### config.mk
export PLATFORM = sky130hd
export DESIGN_NAME = led_fade_animation_mux
export DESIGN_NICKNAME = d
export VERILOG_FILES = /design/src/rtl/core/lfam_pkg.sv /design/src/rtl/core/led_fade_animation_mux.sv /design/src/rtl/core/lfam_slot_table.sv /design/src/rtl/core/lfam_drive_calc.sv
export SDC_FILE = /design/constraint.sdc
export NUM_CORES = 1
export LEC_CHECK = 0
export BUFFER_PORTS_ARGS = -buffer_cell sky130_fd_sc_hd__buf_2
export CORE_ASPECT_RATIO = 1.75
export CORE_MARGIN = 10
export CORE_UTILIZATION = 60
export DETAILED_ROUTE_END_ITERATION = 8
export GPL_ROUTABILITY_DRIVEN = 0
export MAX_ROUTING_LAYER = met4
export PLACE_DENSITY = 0.78
export SYNTH_ARGS = -nofsm -noshare
export SYNTH_HDL_FRONTEND = slang
export SYNTH_SLANG_ARGS = --single-unit
### constraint.sdc
create_clock -name aclk -period 34.8 [get_ports aclk]
set_clock_uncertainty 0.15 [all_clocks]
set_input_delay 1.74 -clock aclk [delete_from_list [all_inputs] [get_ports aclk]]
set_output_delay 1.74 -clock aclk [all_outputs]
set_load 0.01 [all_outputs]
### src/rtl/core/lfam_pkg.sv
// ============================================================================
// LED fade animation mux - shared package
// Field widths, codes, drive constants and the structs passed between the
// slot table, the drive calculator and the top-level sequencer.
// ============================================================================
package lfam_pkg;

    // Default sizes for the top-level parameters
    localparam int DEF_NUM_SLOTS = 4;
    localparam int DEF_NUM_LEDS  = 12;

    // Field widths
    localparam int LED_MASK_W  = 12;
    localparam int LEVEL_W     = 16;
    localparam int FLIPS_W     = 8;
    localparam int LED_IDX_W   = 4;
    localparam int PATTERN_W   = 8;
    localparam int TIME_W      = 16;
    localparam int S_TDATA_W   = 72;
    localparam int M_TDATA_W   = 48;

    // Opcodes (input tuser) and result kinds (output tuser)
    localparam logic OP_START   = 1'b0;
    localparam logic OP_TICK    = 1'b1;
    localparam logic KIND_ACK   = 1'b0;
    localparam logic KIND_DRIVE = 1'b1;

    // Drive constants
    localparam logic [FLIPS_W-1:0]   FLIPS_FOREVER = 8'd255;
    localparam logic [TIME_W-1:0]    MIN_ON        = 16'd2;
    localparam logic [TIME_W-1:0]    MIN_OFF       = 16'd2;
    localparam logic [TIME_W-1:0]    MIN_LEN       = 16'd4;
    localparam logic [TIME_W-1:0]    SLOT_LEN_RST  = 16'd100;
    localparam logic [PATTERN_W-1:0] BLANK_BYTE    = 8'h0F;

    // Shift register byte that lights each LED
    localparam logic [PATTERN_W-1:0] LED_BYTES [12] = '{
        8'h47, 8'h4B, 8'h4D, 8'h4E,
        8'h27, 8'h2B, 8'h2D, 8'h2E,
        8'h17, 8'h1B, 8'h1D, 8'h1E
    };

    // Sequencer command to the slot table
    typedef struct packed {
        logic alloc;    // store a new animation in the first empty slot
        logic advance;  // step the selected slot
    } slot_cmd_t;

    // One LED drive result
    typedef struct packed {
        logic [PATTERN_W-1:0] pattern;
        logic                 lit;
        logic [TIME_W-1:0]    on_time;
        logic [TIME_W-1:0]    off_time;
    } drive_t;

endpackage

### src/rtl/core/led_fade_animation_mux.sv
// ============================================================================
// LED fade animation mux - top level
// Sequencer, per-LED peak registers, slot length register and result
// register around the slot table and the drive calculator.
// ============================================================================
// Usage:
//   Input transfers on s_*: tuser is the opcode (start or tick), tdata the
//   animation fields. Results leave on m_*: tuser is the kind, tlast marks
//   the final result of an input item.
//   A start returns one acknowledgement, valid the cycle after its transfer.
//   A tick scans the slots (one slot per cycle through the shared advance
//   unit), then emits NUM_LEDS results through the shared drive calculator,
//   one per cycle while the receiver does not stall.
//   One item is processed at a time; s_tready is high only while idle with
//   the result register free or being emptied.
//   A stall on m_tready holds the result register and the sequencer.
//   Reset empties all slots, sets slot length to 100 and drops m_tvalid.
//   cfg_wr_en writes slot_length from cfg_wr_data. The user must write it
//   only while the block is idle; the block itself does not enforce this.
// ============================================================================
module led_fade_animation_mux
    import lfam_pkg::*;
#(
    parameter int NUM_SLOTS = DEF_NUM_SLOTS,
    parameter int NUM_LEDS  = DEF_NUM_LEDS
) (
    input  logic                 aclk,
    input  logic                 aresetn,
    // slot_length register
    input  logic                 cfg_wr_en,
    input  logic [TIME_W-1:0]    cfg_wr_data,
    // input items
    input  logic                 s_tvalid,
    output logic                 s_tready,
    // led_mask[11:0], start_level[27:12], end_level[43:28],
    // step_size[59:44], flip_count[67:60], zero pad[71:68]
    input  logic [S_TDATA_W-1:0] s_tdata,
    // opcode[0]
    input  logic                 s_tuser,
    // result items
    output logic                 m_tvalid,
    input  logic                 m_tready,
    // accepted[0], led_index[4:1], drive_pattern[12:5], lit[13],
    // on_time[29:14], off_time[45:30], zero pad[47:46]
    output logic [M_TDATA_W-1:0] m_tdata,
    // kind[0]
    output logic                 m_tuser,
    output logic                 m_tlast
);

    localparam int SW = (NUM_SLOTS > 1) ? $clog2(NUM_SLOTS) : 1;
    localparam int LW = (NUM_LEDS > 1) ? $clog2(NUM_LEDS) : 1;

    localparam logic [1:0] S_IDLE = 2'd0;
    localparam logic [1:0] S_SCAN = 2'd1;
    localparam logic [1:0] S_EMIT = 2'd2;

    logic [1:0]           state_reg, state_next;
    logic [SW-1:0]        slot_reg, slot_next;
    logic [LW-1:0]        led_reg, led_next;
    logic [TIME_W-1:0]    slot_length_reg;
    logic [LEVEL_W-1:0]   peak_reg [NUM_LEDS];

    logic                 m_valid_reg, m_valid_next;
    logic [M_TDATA_W-1:0] m_data_reg, m_data_next;
    logic                 m_user_reg, m_user_next;
    logic                 m_last_reg, m_last_next;

    logic                 out_free;
    logic                 s_accept;
    logic                 tick_accept;
    logic                 slot_last;
    logic                 led_last;
    slot_cmd_t            cmd;
    logic                 alloc_ok;
    logic [LED_MASK_W-1:0] rd_mask;
    logic [LEVEL_W-1:0]   rd_level;
    drive_t               drive;
    logic [LED_IDX_W-1:0] led_idx;

    assign out_free    = !m_valid_reg || m_tready;
    assign s_tready    = (state_reg == S_IDLE) && out_free;
    assign s_accept    = s_tvalid && s_tready;
    assign tick_accept = s_accept && (s_tuser == OP_TICK);
    assign slot_last   = (slot_reg == SW'(NUM_SLOTS - 1));
    assign led_last    = (led_reg == LW'(NUM_LEDS - 1));
    assign led_idx     = LED_IDX_W'(led_reg);

    assign cmd.alloc   = s_accept && (s_tuser == OP_START);
    assign cmd.advance = (state_reg == S_SCAN);

    lfam_slot_table #(
        .NUM_SLOTS (NUM_SLOTS)
    ) u_slots (
        .aclk      (aclk),
        .aresetn   (aresetn),
        .cmd       (cmd),
        .idx       (slot_reg),
        .new_mask  (s_tdata[11:0]),
        .new_start (s_tdata[27:12]),
        .new_end   (s_tdata[43:28]),
        .new_step  (s_tdata[59:44]),
        .new_flips (s_tdata[67:60]),
        .alloc_ok  (alloc_ok),
        .rd_mask   (rd_mask),
        .rd_level  (rd_level)
    );

    lfam_drive_calc u_calc (
        .peak        (peak_reg[led_reg]),
        .slot_length (slot_length_reg),
        .led         (led_idx),
        .drive       (drive)
    );

    // Sequencer and result register next values
    always_comb begin
        state_next   = state_reg;
        slot_next    = slot_reg;
        led_next     = led_reg;
        m_valid_next = m_valid_reg && !m_tready;
        m_data_next  = m_data_reg;
        m_user_next  = m_user_reg;
        m_last_next  = m_last_reg;
        unique case (state_reg)
            S_IDLE: begin
                if (s_accept) begin
                    if (s_tuser == OP_TICK) begin
                        slot_next  = '0;
                        state_next = S_SCAN;
                    end else begin
                        m_valid_next = 1'b1;
                        m_data_next  = {{(M_TDATA_W - 1){1'b0}}, alloc_ok};
                        m_user_next  = KIND_ACK;
                        m_last_next  = 1'b1;
                    end
                end
            end
            S_SCAN: begin
                slot_next = slot_reg + 1'b1;
                if (slot_last) begin
                    led_next   = '0;
                    state_next = S_EMIT;
                end
            end
            S_EMIT: begin
                if (out_free) begin
                    m_valid_next = 1'b1;
                    m_data_next  = {2'b00, drive.off_time, drive.on_time, drive.lit,
                                    drive.pattern, led_idx, 1'b0};
                    m_user_next  = KIND_DRIVE;
                    m_last_next  = led_last;
                    led_next     = led_reg + 1'b1;
                    if (led_last) begin
                        state_next = S_IDLE;
                    end
                end
            end
            default: begin
                state_next = S_IDLE;
            end
        endcase
    end

    // Control registers
    always_ff @(posedge aclk) begin
        if (!aresetn) begin
            state_reg       <= S_IDLE;
            m_valid_reg     <= 1'b0;
            slot_length_reg <= SLOT_LEN_RST;
        end else begin
            state_reg   <= state_next;
            m_valid_reg <= m_valid_next;
            if (cfg_wr_en) begin
                slot_length_reg <= cfg_wr_data;
            end
        end
    end

    // Counters and result payload
    always_ff @(posedge aclk) begin
        slot_reg   <= slot_next;
        led_reg    <= led_next;
        m_data_reg <= m_data_next;
        m_user_reg <= m_user_next;
        m_last_reg <= m_last_next;
    end

    // Clear peaks on a tick, then keep the brightest covering slot
    always_ff @(posedge aclk) begin
        for (int d = 0; d < NUM_LEDS; d++) begin
            if (tick_accept) begin
                peak_reg[d] <= '0;
            end else if (state_reg == S_SCAN && rd_mask[d] && rd_level > peak_reg[d]) begin
                peak_reg[d] <= rd_level;
            end
        end
    end

    assign m_tvalid = m_valid_reg;
    assign m_tdata  = m_data_reg;
    assign m_tuser  = m_user_reg;
    assign m_tlast  = m_last_reg;

endmodule

### src/rtl/core/lfam_slot_table.sv
// ============================================================================
// LED fade animation mux - slot table
// Holds the animation slots, allocates the first empty slot on a start and
// advances one selected slot per cycle through a shared add/compare unit.
// ============================================================================
module lfam_slot_table
    import lfam_pkg::*;
#(
    parameter  int NUM_SLOTS = DEF_NUM_SLOTS,
    localparam int SW        = (NUM_SLOTS > 1) ? $clog2(NUM_SLOTS) : 1
) (
    input  logic                  aclk,
    input  logic                  aresetn,
    input  slot_cmd_t             cmd,
    input  logic [SW-1:0]         idx,
    input  logic [LED_MASK_W-1:0] new_mask,
    input  logic [LEVEL_W-1:0]    new_start,
    input  logic [LEVEL_W-1:0]    new_end,
    input  logic [LEVEL_W-1:0]    new_step,
    input  logic [FLIPS_W-1:0]    new_flips,
    output logic                  alloc_ok,
    output logic [LED_MASK_W-1:0] rd_mask,
    output logic [LEVEL_W-1:0]    rd_level
);

    logic [LED_MASK_W-1:0] mask_reg  [NUM_SLOTS];
    logic [LEVEL_W-1:0]    level_reg [NUM_SLOTS];
    logic [LEVEL_W-1:0]    start_reg [NUM_SLOTS];
    logic [LEVEL_W-1:0]    end_reg   [NUM_SLOTS];
    logic [LEVEL_W-1:0]    step_reg  [NUM_SLOTS];
    logic [FLIPS_W-1:0]    flips_reg [NUM_SLOTS];

    logic                  found;
    logic [SW-1:0]         free_idx;
    logic [LEVEL_W-1:0]    cur_step;
    logic [LEVEL_W-1:0]    cur_end;
    logic [FLIPS_W-1:0]    cur_flips;
    logic [LEVEL_W-1:0]    sum;
    logic                  active;
    logic                  reached;
    logic                  do_alloc;
    logic                  do_adv;

    // Pick the lowest empty slot
    always_comb begin
        found    = 1'b0;
        free_idx = '0;
        for (int s = 0; s < NUM_SLOTS; s++) begin
            if (!found && mask_reg[s] == '0) begin
                found    = 1'b1;
                free_idx = SW'(s);
            end
        end
    end

    // Shared advance unit on the selected slot
    assign rd_mask   = mask_reg[idx];
    assign rd_level  = level_reg[idx];
    assign cur_step  = step_reg[idx];
    assign cur_end   = end_reg[idx];
    assign cur_flips = flips_reg[idx];
    assign sum       = rd_level + cur_step;
    assign active    = (rd_mask != '0);

    always_comb begin
        if (cur_step == '0) begin
            reached = 1'b0;
        end else if (cur_step[LEVEL_W-1]) begin
            reached = (sum <= cur_end);
        end else begin
            reached = (sum >= cur_end);
        end
    end

    assign alloc_ok = found;
    assign do_alloc = cmd.alloc && found;
    assign do_adv   = cmd.advance && active;

    // Mask and level: cleared at reset
    always_ff @(posedge aclk) begin
        if (!aresetn) begin
            for (int s = 0; s < NUM_SLOTS; s++) begin
                mask_reg[s]  <= '0;
                level_reg[s] <= '0;
            end
        end else if (do_alloc) begin
            mask_reg[free_idx]  <= new_mask;
            level_reg[free_idx] <= new_start;
        end else if (do_adv) begin
            level_reg[idx] <= sum;
            if (reached && cur_flips == '0) begin
                mask_reg[idx] <= '0;
            end
        end
    end

    // Bounds, step and flip count: written before use, no reset
    always_ff @(posedge aclk) begin
        if (do_alloc) begin
            start_reg[free_idx] <= new_start;
            end_reg[free_idx]   <= new_end;
            step_reg[free_idx]  <= new_step;
            flips_reg[free_idx] <= new_flips;
        end else if (do_adv && reached && cur_flips != '0) begin
            start_reg[idx] <= cur_end;
            end_reg[idx]   <= start_reg[idx];
            step_reg[idx]  <= LEVEL_W'(~cur_step + 1'b1);
            if (cur_flips != FLIPS_FOREVER) begin
                flips_reg[idx] <= cur_flips - 1'b1;
            end
        end
    end

endmodule

### src/rtl/core/lfam_drive_calc.sv
// ============================================================================
// LED fade animation mux - drive calculator
// Turns one LED's peak level into its drive byte and on/off times,
// clamped against the slot length.
// ============================================================================
module lfam_drive_calc
    import lfam_pkg::*;
(
    input  logic [LEVEL_W-1:0]   peak,
    input  logic [TIME_W-1:0]    slot_length,
    input  logic [LED_IDX_W-1:0] led,
    output drive_t               drive
);

    logic [TIME_W-1:0] len;
    logic [TIME_W-1:0] on_a;
    logic [TIME_W-1:0] on_t;
    logic [TIME_W-1:0] off_t;

    // Raise the slot length and clamp the on time
    assign len  = (slot_length < MIN_LEN) ? MIN_LEN : slot_length;
    assign on_a = (peak > len) ? len : peak;

    always_comb begin
        if (on_a < MIN_ON) begin
            on_t  = MIN_ON;
            off_t = len - MIN_ON;
        end else begin
            on_t  = on_a;
            off_t = len - on_a;
        end
        if (off_t < MIN_OFF) begin
            off_t = MIN_OFF;
        end
    end

    // Dark LED keeps the written slot length as off time
    always_comb begin
        if (peak == '0) begin
            drive.pattern  = BLANK_BYTE;
            drive.lit      = 1'b0;
            drive.on_time  = '0;
            drive.off_time = slot_length;
        end else begin
            drive.pattern  = LED_BYTES[led];
            drive.lit      = 1'b1;
            drive.on_time  = on_t;
            drive.off_time = off_t;
        end
    end

endmodule
[Word level (Yosys, flattened, before mapping)]
Memories as Yosys holds them, arrays and structs flattened. A register that Yosys moved wholly into a read port is not among the register bits.
Index checks and enable logic that the tools add are counted.
Word-level totals
  flip-flop bits (word level): 75
  bits in writable memories: 528
  memory bits (read-only): 128
  input bits: 94
  output and inout port bits: 52
  logic and storage cells: 283
  memories: 8
Operators by class
  add/subtract/negate cells: 7
  magnitude comparators: 19
  eq/ne operators: 11
  multiplexer cells: 147
  bitwise gates (word level): 15
  reduce and logical (&&, ||, !) cells: 68
Memories
  peak_reg: words 12, width 16, rd ports 13, clocked after memory_dff 1, wr ports 12, RTL line led_fade_animation_mux.sv:62  | logic [LEVEL_W-1:0] peak_reg [NUM_LEDS];
  (name not given): words 16, width 8, rd ports 1, clocked after memory_dff 0, wr ports 0, RTL line lfam_drive_calc.sv:45  | drive.pattern = LED_BYTES[led];
  u_slots.end_reg: words 4, width 16, rd ports 1, clocked after memory_dff 1, wr ports 1, RTL line lfam_slot_table.sv:29  | logic [LEVEL_W-1:0] end_reg [NUM_SLOTS];
  u_slots.level_reg: words 4, width 16, rd ports 1, clocked after memory_dff 1, wr ports 4, RTL line lfam_slot_table.sv:27  | logic [LEVEL_W-1:0] level_reg [NUM_SLOTS];
  u_slots.start_reg: words 4, width 16, rd ports 1, clocked after memory_dff 1, wr ports 1, RTL line lfam_slot_table.sv:28  | logic [LEVEL_W-1:0] start_reg [NUM_SLOTS];
  u_slots.step_reg: words 4, width 16, rd ports 1, clocked after memory_dff 1, wr ports 1, RTL line lfam_slot_table.sv:30  | logic [LEVEL_W-1:0] step_reg [NUM_SLOTS];
  +2 memories
Operator list (count)
  $mux W16: 22
  $gt A16 B16 Y1: 13
  $mux W48: 3
  $pmux W48 S2: 1
  $mux W1: 83
  $reduce_or A16 Y1: 5
  $logic_not A12 Y1: 4
  $mux W2: 23
  $mux W41: 1
  $logic_and A1 B1 Y1: 37
  $logic_not A16 Y1: 2
  $lt A16 B2 Y1 const B: 2
  $mux W12: 2
  $mux W8: 3
  $reduce_or A12 Y1: 2
  $add A16 B1 Y16 const B: 1
  $add A16 B16 Y16: 1
  $ge A16 B16 Y1: 1
  $le A16 B16 Y1: 1
  $lt A16 B3 Y1 const B: 1
  $not A16 Y16: 1
  $sub A16 B16 Y16: 1
  $sub A16 B2 Y16 const B: 1
  $mux W4: 3
  27 further kinds: 53

[Depth between registers and ports, before layout]
Gate-level depths: netlist of the first run.
An unclocked memory read counts as a cell.
  depth in word-level cells: 19
  mapped depth: 33
  gate-level depth less buffers: 27

[Modules after synthesis]
From an unflattened synthesis of the first run, not the netlist that was laid out.
Second synthesis, totals
  cells, all modules: 2853
  area total of the unflattened synthesis: 35241.3 um^2
Modules (own cells, without submodules)
  led_fade_animation_mux: times used 1, cells an instance 1445, area an instance 16812.4 um^2, seq. area each 7847.5 um^2
  lfam_slot_table: times used 1, cells an instance 959, area an instance 15643.8 um^2, seq. area each 10089.7 um^2
  lfam_drive_calc: times used 1, cells an instance 449, area an instance 2785.2 um^2, seq. area each 0.0 um^2

[Worst setup path after synthesis of the first run]
Ideal clock, no wire load.
  path kind: register -> register
  start point: reg (tool-made name)
  end point: mem u_slots.end_reg[0][0], enable pin
  setup time: 0.526 ns
  arrival time: 10.640 ns
  required time: 34.124 ns
  slack: 23.484 ns
  stages on the path, launching flop included: 31
  buffers on the path: 5
  period minus slack after synthesis: 11.316 ns
  cell sequence: dfxtp_1 > buf_6 > buf_6 > buf_6 > buf_1 > clkbuf_1 > mux2i_1 > nand2_1 > o21ai_1 > inv_1 > ha_1 > fa_1 > a21o_1 > a21oi_1 > o21bai_1 > a21oi_1 > o21bai_1 > a21oi_1 > nor2b_1 > o31a_1 > o41ai_1 > o21bai_1 > xor2_1 > ha_1 > nand4_1 > or4_1 > nor3b_1 > a31oi_1 > and4_1 > a21oi_1 > a211oi_1
RTL lines (RTL line)
  end, declared: lfam_slot_table.sv:29

==> flow_summary_export.csv, run 1 <==
group,metric,value,unit
clock_network,insertion_delay,0.63,ns
clock_network,clkTransAtPathRegs,0.06,ns
floorplanning,top_level_ports,146,
worst_hold_path,min_path_cells,2,
floorplanning,start_util,0.603,
synth,synth_area_leaders,"edfxtp_1 51%, ha_1 9.5%, mux4_2 7.3%",
floorplanning,core-area,57000,sq um
timing,max-slew-margin-rel,0.0462,
place,post-dp-hpwl,71.0,mm
timing,max_freq,101,MHz
route,drt_iter0_drc,1841,
synth,async_flop_share,0,
clock_network,cts_tree,"yes",
place,io_buffer_count,138,
grt,overflow,0,
clock_network,cts_sinks,606,
synth,yosysUniqueCellTypes,78,
floorplanning,rows,116,
synth,ys_dominant_reg_cell,"edfxtp_1",
finish,layoutNonFillerInstCount,3837,
route,ant_nets,0,
timing,drv_slew,0,
clock_network,cts_buffers,53,
route,wl_per_cell,25.1,um
synth,synth_common_cells,"581 x edfxtp_1, 285 x inv_1, 267 x nor2_1, 262 x ha_1, 221 x nand2_1",
route,routed_wl,96.2,mm
timing,hold_viol,0,
finish,area_delta_synth_final,9.75,%
synth,yosys_warnings,0,
grt,use_met1,0.273,
synth,ys_ff_latch,606,
grt,grt_pass1_vias,26100,
grt,grt_antenna_before_repair,3,
timing,grt_setup_unrepaired,"false",
finish,fin_nets,3381,
timing,setup_violations,0,
clock_network,cts_buffer_depth,3,
setup_path,worstSetupStartpointType,"register",
synth,synth_top_cell_by_area,"edfxtp_1",
finish,fin_util,0.662,
clock_network,post_cts_buffers,0,
grt,met2_usage,0.511,
place,placed_cells,3735,
status,status,"finished clean",
clock_network,htreeDepth,2,
synth,syn_avg_cell_area,11.9,sq um
worst_hold_path,hold_path.class,"reg2reg",
power,p_leak,0.0148,uW
grt,grt_pass1_wl,148,mm
route,num_vias,24600,
setup_path,reg2reg_to,"u_slots.mask_reg[0][10]",
route,drtPass1Iterations,6,
power,ir_worst_vdd,52.7,uV
route,drc,0,
setup_path,worstPathArrival,10.06,ns
finish,fill_cells,4141,
synth,synth_top_area_frac,0.507,
setup_path,path_max_fanout,54,
synth,syn_inst,2900,
synth,yosysSeqAreaShare,0.522,
timing,worst_hold_slack,0.373,ns
worst_hold_path,min_to,"m_tvalid",
setup_path,rrSetupSlack,24.89,ns
floorplanning,die_w,201,um
finish,largest_reg_flops,192,
timing,period_needed,9.91,ns
grt,met3_usage,0.0488,
timing,period_share,0.285,
synth,synth_most_common_cell,"edfxtp_1",
clock_network,cts-resized-gates,0,
worst_hold_path,min_from,"m_tvalid",
setup_path,worstSetupPathType,"reg2reg",
setup_path,cp-end-kind,"register",
synth,synth.cell_area,34400,sq um
finish,layout-drive-gt1-share,0.157,
setup_path,r2r.worst_path.cells,24,
synth,synth-edff-count,581,
setup_path,critical_path_required,34.95,ns
floorplanning,dieHeight,337,um
power,p_per_area,55.3,nW/um^2
timing,timing.setup.tns,0,ns
grt,grt_start_max_net_pins,58,
floorplanning,dieArea,67700,sq um
clock_network,clockRootBuffer,"clkbuf_16",
route,vias_per_cell,6.42,
grt,grtUsageTotal,0.291,
timing,tightestPinTransition,1.42,ns
grt,busiest_layer,"met2",
clock_network,hold_buffers,0,
flow_run,maxCapViolCount,0,
==> worst max-delay path by stage <==
stage / startpoint / to / slack (ns) / depth (start not counted)
final: register / u_slots.mask_reg[0][10] / 24.89 / 24
after global routing: register / u_slots.mask_reg[0][7] / 24.40 / 25
after CTS: register / u_slots.mask_reg[0][10] / 25.21 / 25
after detailed placement: register / u_slots.mask_reg[0][2] / 25.27 / 25
after global placement: register / u_slots.mask_reg[0][2] / 25.40 / 25
after floorplan: register / u_slots.end_reg[0][0] / 23.48 / 30
==> metrics by stage <==
| step | instance area [sq um] | power, uW | worst slack (ns) |
|---|---|---|---|
| final | 37800 | 2090 | 24.89 |
| after global routing | 37800 | 2170 | 24.40 |
| after floorplan | 34400 | 1280 | 23.48 |
| after detailed placement | 36000 | 1480 | 25.27 |
| after CTS | 37700 | 2070 | 25.21 |
| after global placement | 36000 | 1450 | 25.40 |
==> final cells by class <==
| class | instances | area [sq um] | share of cell area |
|---|---|---|---|
| Clock buffer | 76 | 1570 | 0.0416 |
| Timing Repair Buffer | 189 | 1070 | 0.0284 |
| Tap cell | 767 | 960 | 0.0254 |
| Inverter | 290 | 1090 | 0.0289 |
| Sequential cell | 606 | 18000 | 0.476 |
| Clock inverter | 23 | 188 | 0.00497 |
| Multi-Input combinational cell | 1883 | 14900 | 0.395 |
| Antenna cell | 3 | 7.51 | 0.000199 |
==> cells in the final DEF, fill, tap and decap left out, types with 21 or more instances in the layout <==
cell type and count:
nand2_1 221, nor2_1 265, inv_1 285, mux2i_1 51, buf_2 138, nand3_1 40, o21a_1 40, ha_1 262
mux2_2 75, and2_1 25, o21ai_0 73, xnor2_1 29, a211oi_1 21, nand4_1 42, edfxtp_1 581, dfxtp_1 21
nor2b_1 58, nand2b_1 37, clkbuf_16 58, a21o_1 42, nor4_1 24, buf_4 51, a21oi_1 168, mux4_2 112
o21ai_1 28, nor3_1 28, xor2_1 22
==> critical path: stages (launching register included) <==
cell	delay (ns)
dfxtp_4	0.34
buf_4	0.71
mux2i_1	0.29
nand2_1	0.07
o21ai_1	0.69
inv_1	0.89
ha_1	0.60
a21oi_1	0.23
o21bai_1	0.10
a21oi_1	0.21
o21bai_1	0.10
a21oi_1	0.23
nor2b_1	0.09
o31a_1	0.30
a21oi_1	0.62
ha_1	0.27
and4_1	0.21
nand2_1	0.13
or4_1	0.63
nor3b_1	0.18
a31oi_1	0.45
and4_1	0.36
nand4_1	0.93
a32oi_1	0.51
buf_4	0.29
==> layer usage <==
| metal | up-vias | routed length [um] |
|---|---|---|
| met5 | - | 0 |
| met4 | 0 | 9400 |
| met3 | 484 | 6040 |
| met2 | 1193 | 49700 |
| met1 | 12000 | 31000 |
| li1 | 11000 | - |
==> power breakdown <==
part           total [uW]  internal [uW]  switching [uW]
Combinational         611            224             388
Clock                 601            335             265
Sequential            875            853            22.2
==> cell families (layout without fill, tap and decap cells) <==
group	count (synthesis)	count (layout)	synth area share
adder cells (fa/ha/maj)	264	264	0.0965
AND/OR/NAND/NOR	807	807	0.111
XOR/XNOR	52	52	0.0138
multiplexers	243	243	0.114
buffers and inverters	413	578	0.0475
other	1	6	0.000109
AO/OA/AOI/OAI	514	514	0.0953
flip-flops	606	606	0.522
Note: power is estimated with default switching activity, not from simulation.
==> inputs of run 2 (changes only) <==
==> constraint.sdc (replaced) <==
create_clock -name aclk -period 10.3 [get_ports aclk]
set_clock_uncertainty 0.15 [all_clocks]
set_input_delay 0.515 -clock aclk [delete_from_list [all_inputs] [get_ports aclk]]
set_output_delay 0.515 -clock aclk [all_outputs]
set_load 0.01 [all_outputs]
==> flow_summary_export.csv, run 2 (synthesized netlist as in run 1, its figures left out) <==
group,metric,value,unit
setup_path,cp-end-kind,"register",
setup_path,reg2reg_to,"m_tdata[31]",
timing,period_share,0.884,
setup_path,r2r.worst_path.cells,22,
finish,layoutNonFillerInstCount,3859,
grt,grt_pass1_wl,148,mm
finish,layout-drive-gt1-share,0.161,
finish,final_common_cell,"edfxtp_1",
setup_path,worstSetupStartpointType,"register",
setup_path,worstSetupPathType,"reg2reg",
setup_path,critical_path_required,10.66,ns
setup_path,cpPeakStageDelay,1.02,ns
clock_network,cts_sinks,606,
place,placed_cells,3744,
clock_network,insertion_delay,0.66,ns
route,num_vias,24800,
floorplanning,dieHeight,337,um
floorplanning,top_level_ports,146,
clock_network,cts_buffer_depth,3,
setup_path,crit_end,"m_tdata[31]",
clock_network,cts_buffers,53,
timing,drv_slew,0,
power,p_leak,0.0150,uW
power,power,7160,uW
clock_network,cts-resized-gates,0,
setup_path,rrSetupSlack,1.20,ns
flow_run,maxCapViolCount,0,
finish,area_delta_synth_final,10.7,%
clock_network,clockRootBuffer,"clkbuf_16",
floorplanning,rows,116,
timing,max-slew-margin-rel,0.162,
route,ant_nets,0,
floorplanning,core-area,57000,sq um
route,drtPass1Iterations,9,
worst_hold_path,hold_path.class,"in2reg",
power,p_per_area,188,nW/um^2
place,pre_cts_ws,1.52,ns
timing,tightestPinTransition,1.25,ns
timing,max_freq,110,MHz
route,routed_wl,97.2,mm
grt,grt_pass1_vias,26000,
timing,grt_setup_unrepaired,"false",
finish,final_cell_mix,"581 x edfxtp_1, 285 x inv_1, 265 x nor2_1, 262 x ha_1, 221 x nand2_1",
setup_path,worstPathArrival,9.46,ns
route,wl_per_cell,25.2,um
finish,multi_input_area,14900,sq um
route,drc,0,
grt,grt_antenna_before_repair,2,
finish,fin_nets,3404,
setup_path,crit_chain,"buf_12, mux4_2, mux2i_1, o21ai_0, ha_1, nand4_1, a2111oi_0, or3_1, nand2_1, a21oi_1, ha_1, nor2b_1, o31ai_1, a21oi_1, a21boi_2, o41a_1, or3_1, a221o_1, xnor2_1, a21oi_1, or4_1, o21ai_1",
clock_network,cts_tree,"yes",
route,drt_iter0_drc,1891,
floorplanning,dieArea,67700,sq um
timing,fin_ws,1.20,ns
timing,timing.setup.tns,0,ns
finish,fill_cells,4031,
setup_path,cp_slowest_cell,"a2111oi_0",
grt,grtUsageTotal,0.294,
timing,period_needed,9.10,ns
floorplanning,die_w,201,um
power,ir_worst_vdd,233,uV
clock_network,hold_buffers,14,
grt,overflow,0,
floorplanning,start_util,0.603,
clock_network,clkTransAtPathRegs,0.07,ns
setup_path,cp_common_cell,"a21oi_1",
place,post-dp-hpwl,71.3,mm
grt,grt_start_max_net_pins,52,
clock_network,htreeDepth,2,
finish,largest_reg_flops,192,
route,vias_per_cell,6.43,
place,io_buffer_count,138,
clock_network,post_cts_buffers,0,
timing,hold_viol,0,
setup_path,path_max_fanout,31,
status,status,"finished clean",
finish,register_area,18000,sq um
timing,setup_violations,0,
==> run 2: worst min-delay path by stage <==
stage,from,end,slack (ns),cells after the start
floorplan,slot_length_reg[2],slot_length_reg[2],0.32,2
global placement,m_tvalid,m_tvalid,0.37,2
detailed placement,m_tvalid,m_tvalid,0.37,2
CTS,s_tdata[9],u_slots.mask_reg[2][9],0.0003,2
global route,s_tdata[8],u_slots.mask_reg[2][8],0.004,2
finish,cfg_wr_data[7],slot_length_reg[7],0.01,3
==> run 2: layout make-up <==
cell class | count | area share
inverters | 290 | 0.0287
clock buffers | 64 | 0.0370
clock inverters | 35 | 0.0112
repair buffers | 212 | 0.0343
multi-input cells | 1883 | 0.392
diodes | 2 | 0.000131
well taps | 767 | 0.0252
flip-flops and latches | 606 | 0.472
==> run 2: per-layer routing <==
layer,vias up,track usage,wire length (um)
met5,-,-,0
met4,0,0.239,8910
met3,446,0.0519,6820
met2,1327,0.520,50600
met1,12000,0.277,30800
li1,11000,-,-
==> run 2: where the power goes <==
group	switching [uW]	internal [uW]	leakage, uW
Combinational	1300	764	0.00836
Sequential	85.8	2880	0.00574
Clock	939	1180	0.000897
Total	2330	4830	0.0150
==> run 2: critical path: cells and delay by family (launching register included) <==
family                     cells  cell delay [ns]
xor gates and xnor gates       1             0.25
AOI/OAI and AO/OA             10             3.75
buffers and inverters          1             0.28
adders and majority gates      2             0.77
and+or+nand+nor                6             2.13
muxes                          2             0.68
DFF                            1             0.89
==> run 2: through the flow <==
stage | cell area [sq um] | utilization | hold WS (ns)
after floorplan | 34400 | - | 0.324
after global placement | 36100 | 0.633 | 0.365
after detailed placement | 36100 | 0.633 | 0.372
after CTS | 38100 | 0.667 | 0.000331
after global routing | 38100 | 0.667 | 0.00437
final | 38100 | 0.668 | 0.0139
